`src/design/sbrf_pkg.sv`:
```
// ----------------------------------------------------------------------------
// sbrf_pkg
// Shared types and constants for the symbol box relation features block.
// ----------------------------------------------------------------------------
`default_nettype none
package sbrf_pkg;

  localparam int COORD_WIDTH_DEF       = 16;
  localparam int MAX_POINTS_DEF        = 4096;
  localparam int FEATURE_FRAC_BITS_DEF = 8;
  localparam int COORD_FRAC            = 4;
  localparam int FEAT_W                = 16;
  localparam int NUM_FEAT              = 9;

  localparam logic [1:0] CLS_MEAN    = 2'd0;
  localparam logic [1:0] CLS_ASCEND  = 2'd1;
  localparam logic [1:0] CLS_DESCEND = 2'd2;
  localparam logic [1:0] CLS_MIDDLE  = 2'd3;

  typedef struct packed {
    logic signed [COORD_WIDTH_DEF-1:0] point_x;
    logic signed [COORD_WIDTH_DEF-1:0] point_y;
    logic                              slot;
    logic [1:0]                        symbol_class;
    logic                              last_point;
  } in_item_t;

  typedef struct packed {
    logic signed [15:0] height_ratio;
    logic signed [15:0] centroid_offset;
    logic signed [15:0] half_width_difference;
    logic signed [15:0] horizontal_gap;
    logic signed [15:0] left_offset;
    logic signed [15:0] right_offset;
    logic signed [15:0] vertical_gap;
    logic signed [15:0] low_edge_offset;
    logic signed [15:0] high_edge_offset;
    logic               zero_height;
  } out_item_t;

  // controller to datapath
  typedef struct packed {
    logic point;      // accumulate the held point
    logic mean_start; // start mean divider
    logic cent_store; // blend and store centroid, clear accumulator
    logic feat_load;  // latch feature k operands, start divider
    logic feat_store; // store feature k
    logic emit;       // drive result, reset state
  } sbrf_cmd_t;

  // datapath to controller
  typedef struct packed {
    logic div_done;
    logic last;
    logic slot;
  } sbrf_sts_t;

endpackage
`default_nettype wire

```
`src/design/sbrf_ctrl.sv`:
```
// ----------------------------------------------------------------------------
// sbrf_ctrl
// Sequencer: point update, centroid division, nine feature divisions, emit.
// ----------------------------------------------------------------------------
`default_nettype none
module sbrf_ctrl (
  input  wire                 clk,
  input  wire                 rst_n,
  input  wire                 start,
  output logic                busy,
  input  sbrf_pkg::sbrf_sts_t sts,
  output sbrf_pkg::sbrf_cmd_t cmd,
  output logic [3:0]          feat_idx
);
  import sbrf_pkg::*;

  localparam logic [2:0] S_IDLE   = 3'd0;
  localparam logic [2:0] S_POINT  = 3'd1;
  localparam logic [2:0] S_MEAN   = 3'd2;
  localparam logic [2:0] S_CENT   = 3'd3;
  localparam logic [2:0] S_FLOAD  = 3'd4;
  localparam logic [2:0] S_FDIV   = 3'd5;
  localparam logic [2:0] S_EMIT   = 3'd6;
  localparam logic [2:0] S_MSTART = 3'd7;

  logic [2:0] state_r, state_nxt;
  logic [3:0] idx_r, idx_nxt;

  always_ff @(posedge clk) begin
    if (!rst_n) begin
      state_r <= S_IDLE;
      idx_r   <= '0;
    end else begin
      state_r <= state_nxt;
      idx_r   <= idx_nxt;
    end
  end

  assign busy     = (state_r != S_IDLE);
  assign feat_idx = idx_r;

  always_comb begin
    state_nxt = state_r;
    idx_nxt   = idx_r;
    cmd       = '0;
    unique case (state_r)
      S_IDLE: begin
        if (start) state_nxt = S_POINT;
      end
      S_POINT: begin
        cmd.point = 1'b1;
        if (sts.last) begin
          state_nxt = S_MSTART;
        end else begin
          state_nxt = S_IDLE;
        end
      end
      // accumulator now holds the last point
      S_MSTART: begin
        cmd.mean_start = 1'b1;
        state_nxt = S_MEAN;
      end
      S_MEAN: begin
        if (sts.div_done) state_nxt = S_CENT;
      end
      S_CENT: begin
        cmd.cent_store = 1'b1;
        idx_nxt = '0;
        state_nxt = sts.slot ? S_FLOAD : S_IDLE;
      end
      S_FLOAD: begin
        cmd.feat_load = 1'b1;
        state_nxt = S_FDIV;
      end
      S_FDIV: begin
        if (sts.div_done) begin
          cmd.feat_store = 1'b1;
          if (idx_r == 4'(NUM_FEAT - 1)) begin
            state_nxt = S_EMIT;
          end else begin
            idx_nxt = idx_r + 4'd1;
            state_nxt = S_FLOAD;
          end
        end
      end
      S_EMIT: begin
        cmd.emit = 1'b1;
        state_nxt = S_IDLE;
      end
      default: state_nxt = S_IDLE;
    endcase
  end
endmodule
`default_nettype wire

```
`src/design/sbrf_div.sv`:
```
// ----------------------------------------------------------------------------
// sbrf_div
// Unsigned restoring divider, one quotient bit per cycle.
// ----------------------------------------------------------------------------
`default_nettype none
module sbrf_div #(
  parameter int W = 48
) (
  input  wire          clk,
  input  wire          rst_n,
  input  wire          go,
  input  wire  [W-1:0] num,
  input  wire  [W-1:0] den,
  output logic         done,
  output logic [W-1:0] quo
);
  localparam int CW = $clog2(W + 1);

  logic [W-1:0] rem_r, rem_nxt, quo_r, quo_nxt, den_r;
  logic [CW-1:0] cnt_r, cnt_nxt;
  logic          run_r, run_nxt, done_r, done_nxt;
  logic [W:0]    trial;

  always_comb begin
    rem_nxt  = rem_r;
    quo_nxt  = quo_r;
    cnt_nxt  = cnt_r;
    run_nxt  = run_r;
    done_nxt = 1'b0;
    trial    = {rem_r, quo_r[W-1]} - {1'b0, den_r};
    if (go) begin
      rem_nxt = '0;
      quo_nxt = num;
      cnt_nxt = CW'(W);
      run_nxt = 1'b1;
    end else if (run_r) begin
      if (!trial[W]) begin
        rem_nxt = trial[W-1:0];
        quo_nxt = {quo_r[W-2:0], 1'b1};
      end else begin
        rem_nxt = {rem_r[W-2:0], quo_r[W-1]};
        quo_nxt = {quo_r[W-2:0], 1'b0};
      end
      cnt_nxt = cnt_r - CW'(1);
      if (cnt_r == CW'(1)) begin
        run_nxt  = 1'b0;
        done_nxt = 1'b1;
      end
    end
  end

  always_ff @(posedge clk) begin
    if (!rst_n) begin
      run_r  <= 1'b0;
      done_r <= 1'b0;
    end else begin
      run_r  <= run_nxt;
      done_r <= done_nxt;
    end
    rem_r <= rem_nxt;
    quo_r <= quo_nxt;
    cnt_r <= cnt_nxt;
    if (go) den_r <= den;
  end

  assign done = done_r;
  assign quo  = quo_r;
endmodule
`default_nettype wire

```
`src/design/sbrf_dp.sv`:
```
// ----------------------------------------------------------------------------
// sbrf_dp
// Box, accumulator and centroid registers, operand selection and rounding.
// ----------------------------------------------------------------------------
`default_nettype none
module sbrf_dp #(
  parameter int MAX_POINTS        = sbrf_pkg::MAX_POINTS_DEF,
  parameter int FEATURE_FRAC_BITS = sbrf_pkg::FEATURE_FRAC_BITS_DEF
) (
  input  wire                 clk,
  input  wire                 rst_n,
  input  wire                 load,
  input  sbrf_pkg::in_item_t  in_item,
  input  sbrf_pkg::sbrf_cmd_t cmd,
  input  wire  [3:0]          feat_idx,
  output sbrf_pkg::sbrf_sts_t sts,
  output sbrf_pkg::out_item_t out_item
);
  import sbrf_pkg::*;

  localparam int CW = COORD_WIDTH_DEF;
  localparam int NW = $clog2(MAX_POINTS + 1);
  localparam int SW = CW + NW + 1;
  localparam int DW = SW + 2 > CW + FEATURE_FRAC_BITS + 4 ? SW + 2
                                                          : CW + FEATURE_FRAC_BITS + 4;
  localparam logic signed [CW-1:0] POS = {1'b0, {(CW-1){1'b1}}};
  localparam logic signed [CW-1:0] NEG = {1'b1, {(CW-1){1'b0}}};

  logic signed [CW-1:0] minx_r [2], maxx_r [2], miny_r [2], maxy_r [2], cent_r [2];
  logic signed [SW-1:0] ysum_r;
  logic [NW-1:0]        cnt_r;
  in_item_t             it_r;
  logic                 neg_r, zero_r;
  logic [FEAT_W-1:0]    feat_r [NUM_FEAT];

  logic signed [CW-1:0] px, py;
  logic                 s;
  assign px = it_r.point_x[CW-1:0];
  assign py = it_r.point_y[CW-1:0];
  assign s  = it_r.slot;

  // divider
  logic          dgo, ddone;
  logic [DW-1:0] dnum, dden, dquo;
  sbrf_div #(.W(DW)) u_div (
    .clk(clk), .rst_n(rst_n), .go(dgo), .num(dnum), .den(dden),
    .done(ddone), .quo(dquo)
  );

  // mean: floor((2 sum + n) / 2n) via magnitude division
  logic signed [SW+1:0] mnum;
  logic                 mneg_r;
  assign mnum = ((SW+2)'(ysum_r) <<< 1) + (SW+2)'($signed({1'b0, cnt_r}));

  // joint height and feature operands
  logic signed [CW+2:0] top, bot, h, fnum;
  logic signed [CW-1:0] sminx0, smaxx0, sminy0, smaxy0;
  always_comb begin
    top = (CW+3)'(maxy_r[0] > maxy_r[1] ? maxy_r[0] : maxy_r[1]);
    bot = (CW+3)'(miny_r[0] < miny_r[1] ? miny_r[0] : miny_r[1]);
    h   = top - bot;
    sminx0 = minx_r[0]; smaxx0 = maxx_r[0]; sminy0 = miny_r[0]; smaxy0 = maxy_r[0];
    case (feat_idx)
      4'd0: fnum = (CW+3)'(maxy_r[1]) - (CW+3)'(miny_r[1]) + (CW+3)'(1 << COORD_FRAC);
      4'd1: fnum = (CW+3)'(cent_r[0]) - (CW+3)'(cent_r[1]);
      4'd2: fnum = ((CW+3)'(smaxx0) - (CW+3)'(sminx0))
                 - ((CW+3)'(maxx_r[1]) - (CW+3)'(minx_r[1]));
      4'd3: fnum = (CW+3)'(minx_r[1]) - (CW+3)'(smaxx0);
      4'd4: fnum = (CW+3)'(minx_r[1]) - (CW+3)'(sminx0);
      4'd5: fnum = (CW+3)'(maxx_r[1]) - (CW+3)'(smaxx0);
      4'd6: fnum = (CW+3)'(miny_r[1]) - (CW+3)'(smaxy0);
      4'd7: fnum = (CW+3)'(miny_r[1]) - (CW+3)'(sminy0);
      default: fnum = (CW+3)'(maxy_r[1]) - (CW+3)'(smaxy0);
    endcase
  end

  logic [CW+2:0] fmag;
  logic [CW+2:0] dh;
  assign fmag = fnum[CW+2] ? (CW+3)'(-fnum) : fnum;
  assign dh   = (feat_idx == 4'd2) ? (CW+3)'(h <<< 1) : h;

  always_comb begin
    dgo  = cmd.mean_start | cmd.feat_load;
    dnum = '0;
    dden = '0;
    if (cmd.mean_start) begin
      // floor division of signed by positive: magnitude, then fix up
      if (mnum[SW+1])
        dnum = DW'($unsigned(-mnum)) + DW'(2) * DW'(cnt_r) - DW'(1);
      else
        dnum = DW'($unsigned(mnum));
      dden = DW'(cnt_r) << 1;
    end else begin
      // round half away: (2 mag 2^F + d) / 2d
      dnum = (DW'(fmag) << (FEATURE_FRAC_BITS + 1)) + DW'(dh);
      dden = DW'(dh) << 1;
    end
  end

  // centroid blend
  logic signed [CW:0]   mean, blend;
  logic signed [CW-1:0] cnew;
  always_comb begin
    if (cnt_r == '0) mean = '0;
    else if (mneg_r) mean = -(CW+1)'($signed(dquo[CW:0]));
    else mean = (CW+1)'($signed(dquo[CW:0]));
    case (it_r.symbol_class)
      CLS_ASCEND:  blend = (mean + (CW+1)'(maxy_r[s])) >>> 1;
      CLS_DESCEND: blend = (mean + (CW+1)'(miny_r[s])) >>> 1;
      CLS_MIDDLE:  blend = ((CW+1)'(miny_r[s]) + (CW+1)'(maxy_r[s])) >>> 1;
      default:     blend = mean;
    endcase
    cnew = blend[CW-1:0];
  end

  // saturated feature
  logic [FEAT_W-1:0] fsat;
  always_comb begin
    if (dquo > DW'(32767) + DW'(neg_r))
      fsat = neg_r ? 16'h8000 : 16'h7fff;
    else if (neg_r)
      fsat = 16'(-dquo[FEAT_W-1:0]);
    else
      fsat = dquo[FEAT_W-1:0];
  end

  always_ff @(posedge clk) begin
    if (load) it_r <= in_item;
    if (cmd.mean_start) mneg_r <= mnum[SW+1];
    if (cmd.feat_load) begin
      neg_r  <= fnum[CW+2];
      zero_r <= (h <= 0);
    end
    if (cmd.feat_store)
      feat_r[feat_idx] <= zero_r ? '0 : fsat;
    if (!rst_n || cmd.emit) begin
      for (int i = 0; i < 2; i++) begin
        minx_r[i] <= POS; miny_r[i] <= POS;
        maxx_r[i] <= NEG; maxy_r[i] <= NEG;
        cent_r[i] <= '0;
      end
      ysum_r <= '0;
      cnt_r  <= '0;
    end else begin
      if (cmd.point) begin
        if (px < minx_r[s]) minx_r[s] <= px;
        if (px > maxx_r[s]) maxx_r[s] <= px;
        if (py < miny_r[s]) miny_r[s] <= py;
        if (py > maxy_r[s]) maxy_r[s] <= py;
        if (cnt_r < NW'(MAX_POINTS)) begin
          ysum_r <= ysum_r + SW'(py);
          cnt_r  <= cnt_r + NW'(1);
        end
      end
      if (cmd.cent_store) begin
        cent_r[s] <= cnew;
        ysum_r <= '0;
        cnt_r  <= '0;
      end
    end
  end

  assign sts.div_done = ddone;
  assign sts.last     = it_r.last_point;
  assign sts.slot     = s;

  always_comb begin
    out_item.height_ratio          = feat_r[0];
    out_item.centroid_offset       = feat_r[1];
    out_item.half_width_difference = feat_r[2];
    out_item.horizontal_gap        = feat_r[3];
    out_item.left_offset           = feat_r[4];
    out_item.right_offset          = feat_r[5];
    out_item.vertical_gap          = feat_r[6];
    out_item.low_edge_offset       = feat_r[7];
    out_item.high_edge_offset      = feat_r[8];
    out_item.zero_height           = zero_r;
  end
endmodule
`default_nettype wire

```
`src/design/symbol_box_relation_features_top.sv`:
```
// ----------------------------------------------------------------------------
// symbol_box_relation_features_top
// Box and centroid relation features between two ink symbols.
// ----------------------------------------------------------------------------
// Usage: drive in_item with start high while busy is low; the point is taken
// at that edge. Reference symbol points come in slot 0, then compared symbol
// points in slot 1, each symbol closed by last_point.
// An ordinary point is captured, then the box and accumulator are updated.
// A last point adds the centroid division: one quotient bit per cycle in the
// shared restoring divider of DW bits (DW is 32 at the defaults).
// A compared symbol's last point then runs nine feature divisions through
// that same divider, and out_valid pulses for one cycle with out_item; the
// boxes, centroids and accumulator then return to their reset values.
// The receiver cannot stall: a result is shown for exactly one cycle.
// Synchronous active-low reset clears the boxes, centroids and accumulator.
// ----------------------------------------------------------------------------
`default_nettype none
module symbol_box_relation_features_top #(
  parameter int MAX_POINTS        = sbrf_pkg::MAX_POINTS_DEF,
  parameter int FEATURE_FRAC_BITS = sbrf_pkg::FEATURE_FRAC_BITS_DEF
) (
  input  wire                 clk,
  input  wire                 rst_n,
  input  wire                 start,
  output logic                busy,
  input  sbrf_pkg::in_item_t  in_item,
  output logic                out_valid,
  output sbrf_pkg::out_item_t out_item
);
  import sbrf_pkg::*;

  sbrf_cmd_t  cmd;
  sbrf_sts_t  sts;
  logic [3:0] feat_idx;
  logic       valid_r;

  sbrf_ctrl u_ctrl (
    .clk(clk), .rst_n(rst_n), .start(start), .busy(busy),
    .sts(sts), .cmd(cmd), .feat_idx(feat_idx)
  );

  sbrf_dp #(
    .MAX_POINTS(MAX_POINTS),
    .FEATURE_FRAC_BITS(FEATURE_FRAC_BITS)
  ) u_dp (
    .clk(clk), .rst_n(rst_n), .load(start && !busy), .in_item(in_item),
    .cmd(cmd), .feat_idx(feat_idx), .sts(sts), .out_item(out_item)
  );

  // features are held until the next feature store, so pulse in the cycle after emit
  always_ff @(posedge clk) begin
    if (!rst_n) valid_r <= 1'b0;
    else        valid_r <= cmd.emit;
  end
  assign out_valid = valid_r;
endmodule
`default_nettype wire

```
`config.mk`:
```
export PLATFORM = sky130hd
export DESIGN_NAME = symbol_box_relation_features_top
export DESIGN_NICKNAME = d
export VERILOG_FILES = /design/src/design/sbrf_pkg.sv /design/src/design/sbrf_ctrl.sv /design/src/design/sbrf_div.sv /design/src/design/sbrf_dp.sv /design/src/design/symbol_box_relation_features_top.sv
export SDC_FILE = /design/constraint.sdc
export NUM_CORES = 2
export LEC_CHECK = 0
export ABC_AREA = 0
export BUFFER_PORTS_ARGS = -buffer_cell sky130_fd_sc_hd__buf_2
export CORE_MARGIN = 1.5
export CORE_UTILIZATION = 30
export DETAILED_ROUTE_END_ITERATION = 10
export SLEW_MARGIN = 0
export SYNTH_ARGS = -nofsm -noshare
export SYNTH_HDL_FRONTEND = slang
export SYNTH_HIERARCHICAL = 1
export SYNTH_SLANG_ARGS = --single-unit
```
`constraint.sdc`:
```
create_clock -name clk -period 9.4 [get_ports clk]
set_clock_uncertainty 0.15 [all_clocks]
set_input_delay 0.47 -clock clk [delete_from_list [all_inputs] [get_ports clk]]
set_output_delay 0.47 -clock clk [all_outputs]
set_load 0.01 [all_outputs]
```
======== Word-level counts from Yosys, hierarchy flattened ========
Memories as Yosys holds them, arrays and structs flattened. A register that Yosys moved wholly into a read port is not among the register bits.
Index checks and enable logic that the tools add are counted.
storage, ports and cells
  bits in writable memories ............... 304
  flip-flop bits (word level) ............. 194
  logic and storage cells ................. 193
  memories kept ........................... 6
  output and inout port bits .............. 147
  bits of input ports ..................... 39
memory list
  name         depth  width  read ports  clocked after memory_dff  wr ports  RTL line       source
  u_dp.feat_r  9      16     9           0                         1         sbrf_dp.sv:34  logic [FEAT_W-1:0] feat_r [NUM_FEAT];
  u_dp.cent_r  2      16     2           0                         2         sbrf_dp.sv:29  logic signed [CW-1:0] minx_r [2], maxx_r [2], miny_r [2], maxy_r [2], cent_r [2];
  u_dp.maxx_r  2      16     3           1                         2         sbrf_dp.sv:29
  u_dp.maxy_r  2      16     3           1                         2         sbrf_dp.sv:29
  u_dp.minx_r  2      16     3           1                         2         sbrf_dp.sv:29
  u_dp.miny_r  2      16     3           1                         2         sbrf_dp.sv:29
operators by class
  mux-type cells .......................... 82
  $lt $le $gt $ge ......................... 9
  add/subtract/negate cells ............... 30
  reductions and logical operators ........ 20
  bitwise logic cells ..................... 3
  equality and inequality tests ........... 23
operators by type and width
  operator               count
  $sub 16x16->17         10
  $mux 32                5
  $pmux 19 s8            1
  $mux 16                9
  $reduce_or 16->1       5
  $mux 19                4
  $mux 1                 49
  $gt 16x16->1           3
  $lt 16x16->1           3
  $pmux 16 s3            1
  $sub 19x19->19         2
  $add 17x16->17         2
  $mux 17                2
  $sub 33x32->33         1
  $add 31x14->32         1
  $add 32x14->32         1
  $gt 32x16->1           1
  $neg 32->32            1
  $sub 32x1->32 const B  1
  $add 30x16->30         1
  $add 28x19->29         1
  $pmux 3 s8             1
  $add 19x6->19 const B  1
  $le 19x1->1 const B    1
  other kinds (40)       60

======== Depth between registers and ports, before layout ========
An unclocked memory read counts as a cell.
  depth after elaboration ................. 9
  mapped depth ............................ 43
  mapped depth without buffers ............ 41

======== Cells and area by module ========
Netlist, hierarchy kept.
modules (own cells, without submodules)
  module                            times used  cells each  seq. area each (um^2)  area an instance (um^2)
  sbrf_dp                           1           3853        11180.7                34615.7
  sbrf_div                          1           571         2722.6                 5816.8
  sbrf_ctrl                         1           58          140.1                  471.7
  symbol_box_relation_features_top  1           3           20.0                   40.0

======== Least setup slack after synthesis ========
Ideal clock, no wire load.
  path kind ............................... register to register
  start point ............................. mem u_dp/maxy_r[1][5] (netlist name)
  end point ............................... reg u_dp.u_div.quo_r[23], in the netlist u_dp/u_div/quo[23], data pin
  path buffers ............................ 2
  cell stages (with the launch flop) ...... 42
  arrival ................................. 7513 ps
  data required time ...................... 8990 ps
  library setup time ...................... 260 ps
  period minus slack after synthesis ...... 7922 ps
  slack ................................... 1478 ps
  cells stage by stage .................... edfxtp_1 ha_1 or3_1 nor4bb_1 o21ai_0 a31oi_1 a21o_1 a21oi_1 nor2b_1 mux2_2 clkbuf_1 clkbuf_1 nor2_1 a21oi_1 ha_1 inv_1 fa_1 a21o_1 (+6 left out) a21oi_1 xnor2_1 nand2_1 o21ai_0 fa_1 a21o_1 a21oi_1 o21bai_1 a21oi_1 o21bai_1 a21oi_1 nor2b_1 o21ai_0 nand2b_1 nor4b_1 xor2_1 mux2i_1 mux2_2
RTL lines
  what                  RTL line        source
  start, declared       sbrf_dp.sv:29
  end signal, assigned  sbrf_div.sv:61  quo_r <= quo_nxt;
  end, declared         sbrf_div.sv:19  logic [W-1:0] rem_r, rem_nxt, quo_r, quo_nxt, den_r;

==> run summary <==
Fill count: 13900
Syn. warnings: 6
Port bufs: 185
Distinct cells, synth: 114
Total power: 9.33 mW
Post-detailed-route DRC marker count: 0
Largest net degree at the start of global routing: 67
WHS Path Cells: 4
Endpoint type of the worst setup path: register
Status: completed
Hold WC Path Type: in2reg
Sequential cell area: 14100 um2
Post-DP HPWL: 111000 um
Clock root cell: clkbuf_16
Initial Util: 30.2%
Final setup fails: 0
Fin. max-slew vios: 0
Later-pin clock latency in the skew report: 0.70 ns
Initial antenna violation count: 4
R2r endpoint: u_dp/u_div/quo[23]$_DFFE_PP_
R2R cell count: 37
Crit path largest cell delay: 0.43 ns
Cell area after synthesis: 40900 um2
R2r startpoint: u_dp/maxy_r[0][1]$_SDFFCE_PN0P_
Post-Synthesis Mean Instance Area: 9.13 um2
CP top delay family: compound AO/OA/AOI/OAI gates
Final hold vios: 0
Area contributors post-synth: edfxtp_1 30%, ha_1 12%, dfxtp_1 4.5%
Share of cells above drive strength 1: 11.2%
DRT iter0 DRCs: 3648
Crit path time final: 8.83 ns
Worst path slowest cell: o21ai_0
Buffers and inverters on the worst path: 1
CORE AREA: 135000 um2
FF-to-FF setup slack: 0.57 ns
Most frequent cells in the layout: 407 x edfxtp_1, 392 x ha_1, 380 x nand2_1
Worst setup SP type: register
# rows: 135
Max-Slew Margin vs Limit: 13.4%
Cells after Synth: 4485
CP Launch Point: u_dp/maxy_r[0][1]$_SDFFCE_PN0P_
Drt total wl: 142000 um
Multi-input logic area: 24900 um2
#FFs+latches synth: 499
Crit Path Max Fanout: 6
CP Depth: 37
CTS H-tree lvls: 2
Setup TNS: 0 ns
Compound-Gate Fraction of Synth Area: 18.9%
Gp weighted congestion: 0.997
Number of synthesized flops with an enable pin: 407
Worst slew pin tran: 1.28 ns
Total placed cells including tap cells: 6341
Max Cap Viol: 0
Maximum VDD drop: 0.146 mV
Adder-Cell Fraction of Synth Area: 14.4%
Asr flop ratio synth: 0%
P per Cell Area: 202 nW/um2
Vias per Instance: 5.40
Net total in the final layout: 5138
Final period util: 94.0%
Total number of vias: 35100
Routed Antenna Nets: 0
Most used cell, CP: o21ai_0
Top_reg_cell synth: edfxtp_1
First-pass DRT Iterations: 6
CTS tree: built
TritonCTS buffer count: 59
Achievable Freq: 113 MHz
Setup CP Type: reg2reg
Yosys top cell by area: edfxtp_1
Die Area: 139000 um2
Top cell type's share of synthesized area: 29.8%
Layout Area Growth over Synthesis: 12.9%
Largest family of logic cells by synthesized area: compound AO/OA/AOI/OAI gates
Leakage: 19.1 nW
First-pass GRT wire length: 210000 um
Remaining global-route overflow: 0
Layout Cells excl Fill: 6494
Die Y-Extent: 372 um
Register area share after synthesis: 34.3%
CTS Sinks: 499
Synth Area in Simple Gates: 18.1%
Synth Area in XOR/XNOR: 5.56%
CP Data Required Time: 9.69 ns
CP endpoint: u_dp/u_div/quo[23]$_DFFE_PP_
RSZ-0062 raised after global routing: false
Most common cell after layout, fill and taps aside: edfxtp_1
Mux contribution to synthesized area: 3.59%
Io pins: 186
Die width: 372 um
Bufs on Longest Clock Path: 3
Clock-pin slew on the worst setup and hold paths: 0.06 ns
Global Route Usage Sum: 19.9%
Vias in the first global route: 32800
Drt wl/cell: 21.8 um
Worst path arrival time: 9.12 ns
synth_stat cells, types with 17 or more instances:
cell type / n
nand3_1: 74
nor3_1: 105
buf_1: 18
or3_1: 37
a21boi_0: 19
ha_1: 392
nand3b_1: 17
and2_1: 97
o22ai_1: 27
nand2_1: 380
fa_1: 49
nor2_1: 332
a21o_1: 98
a31oi_1: 28
xnor2_1: 160
nor3b_1: 18
dfxtp_1: 92
o211ai_1: 30
a311oi_1: 31
or4_1: 17
edfxtp_1: 407
o31ai_1: 25
clkbuf_1: 121
o21a_1: 71
and3_1: 42
a221oi_1: 17
o21ai_0: 249
o21bai_1: 28
nor4b_1: 17
a21oi_1: 311
a211oi_1: 62
mux2i_1: 77
inv_1: 349
nand4_1: 42
or2_2: 77
xor2_1: 95
nor2b_1: 57
nor4_1: 34
nand2b_1: 52
mux2_2: 59
timing repair:
| action | CTS | global route |
|---|---|---|
| endpoints found under the setup margin | 0 | 4 |
| hold endpoints to repair | 44 | 0 |
| hold buffers | 37 | 0 |
| resized for setup | 0 | 1 |
| setup buffers | 0 | 0 |
sequential cells by signal, indices dropped and copies added (netlist names), 2 cells and up, named ones only:
register,cells
u_dp/cent_r,32
u_dp/feat_r,144
u_dp/maxx_r,32
u_dp/miny_r,32
u_dp/ysum_r,30
u_ctrl/feat_idx,4
u_dp/px,16
u_dp/maxy_r,32
u_ctrl/state_r,3
u_dp/minx_r,32
u_dp/u_div/den_r,32
u_dp/cnt_r,13
u_dp/py,16
u_dp/u_div/quo,32
u_dp/it_r,2
u_dp/u_div/cnt_r,6
u_dp/u_div/rem_r,32
worst min-delay path by stage:
stage                                startpoint                                to  slack (ns)
3_3_place_gp        u_dp/ysum_r[6]$_SDFFE_PP0P_       u_dp/ysum_r[6]$_SDFFE_PP0P_        0.32
5_1_grt                                   start    u_ctrl/state_r[0]$_SDFFE_PN0P_        0.19
3_5_place_dp   u_dp/u_div/cnt_r[1]$_SDFFE_PP0P_  u_dp/u_div/cnt_r[1]$_SDFFE_PP0P_        0.34
2_1_floorplan       u_dp/ysum_r[6]$_SDFFE_PP0P_       u_dp/ysum_r[6]$_SDFFE_PP0P_        0.30
6_report                                  start    u_ctrl/state_r[0]$_SDFFE_PN0P_        0.15
4_1_cts                                   start    u_ctrl/state_r[0]$_SDFFE_PN0P_        0.12
per-stage QoR:
| stage | hold WS [ns] | setup WS (ns) | cell area (um2) | utilization [%] |
|---|---|---|---|---|
| 2_1_floorplan | 0.303 | 1.48 | 41000 | - |
| 3_3_place_gp | 0.323 | 0.613 | 43800 | 32.4 |
| 3_5_place_dp | 0.336 | 0.612 | 43800 | 32.4 |
| 4_1_cts | 0.121 | 0.624 | 46200 | 34.1 |
| 5_1_grt | 0.186 | 0.0603 | 46200 | 34.1 |
| 6_report | 0.152 | 0.567 | 46200 | 34.1 |
worst min-delay path, stage by stage:
cell and delay [ns]:
buf_2 0.12, nor2_1 0.05, o221ai_1 0.16, a31o_2 0.15
logic make-up after synthesis:
family                     after synthesis
AOI/OAI and AO/OA                     1170
muxes                                  138
adders and majority gates              441
and+or+nand+nor                       1456
buffers and inverters                  523
other                                    1
DFF                                    499
xor gates and xnor gates               257
metal layers:
metal,global-route usage [%],vias to the layer above,wire length (um)
li1,-,16700,-
met1,27.3,16900,62600
met2,32.1,1205,64300
met3,2.99,215,10100
met4,6.14,4,4500
met5,0,-,29
report_power, final:
part	switching (mW)	leakage [nW]	internal, mW
registers	0.236	4.47	2.64
clock network	1.04	0.949	1.32
logic	2.52	13.7	1.57
final cells by class:
class	count	share of cell area, %
sequential	499	30.4
inverter	351	2.85
multi-input combinational	3476	54.0
tap	1781	4.82
timing repair buffer	271	3.60
clock inverter	38	0.931
clock buffer	74	3.36
antenna	4	0.0217
(Power assumes the default switching activity.)
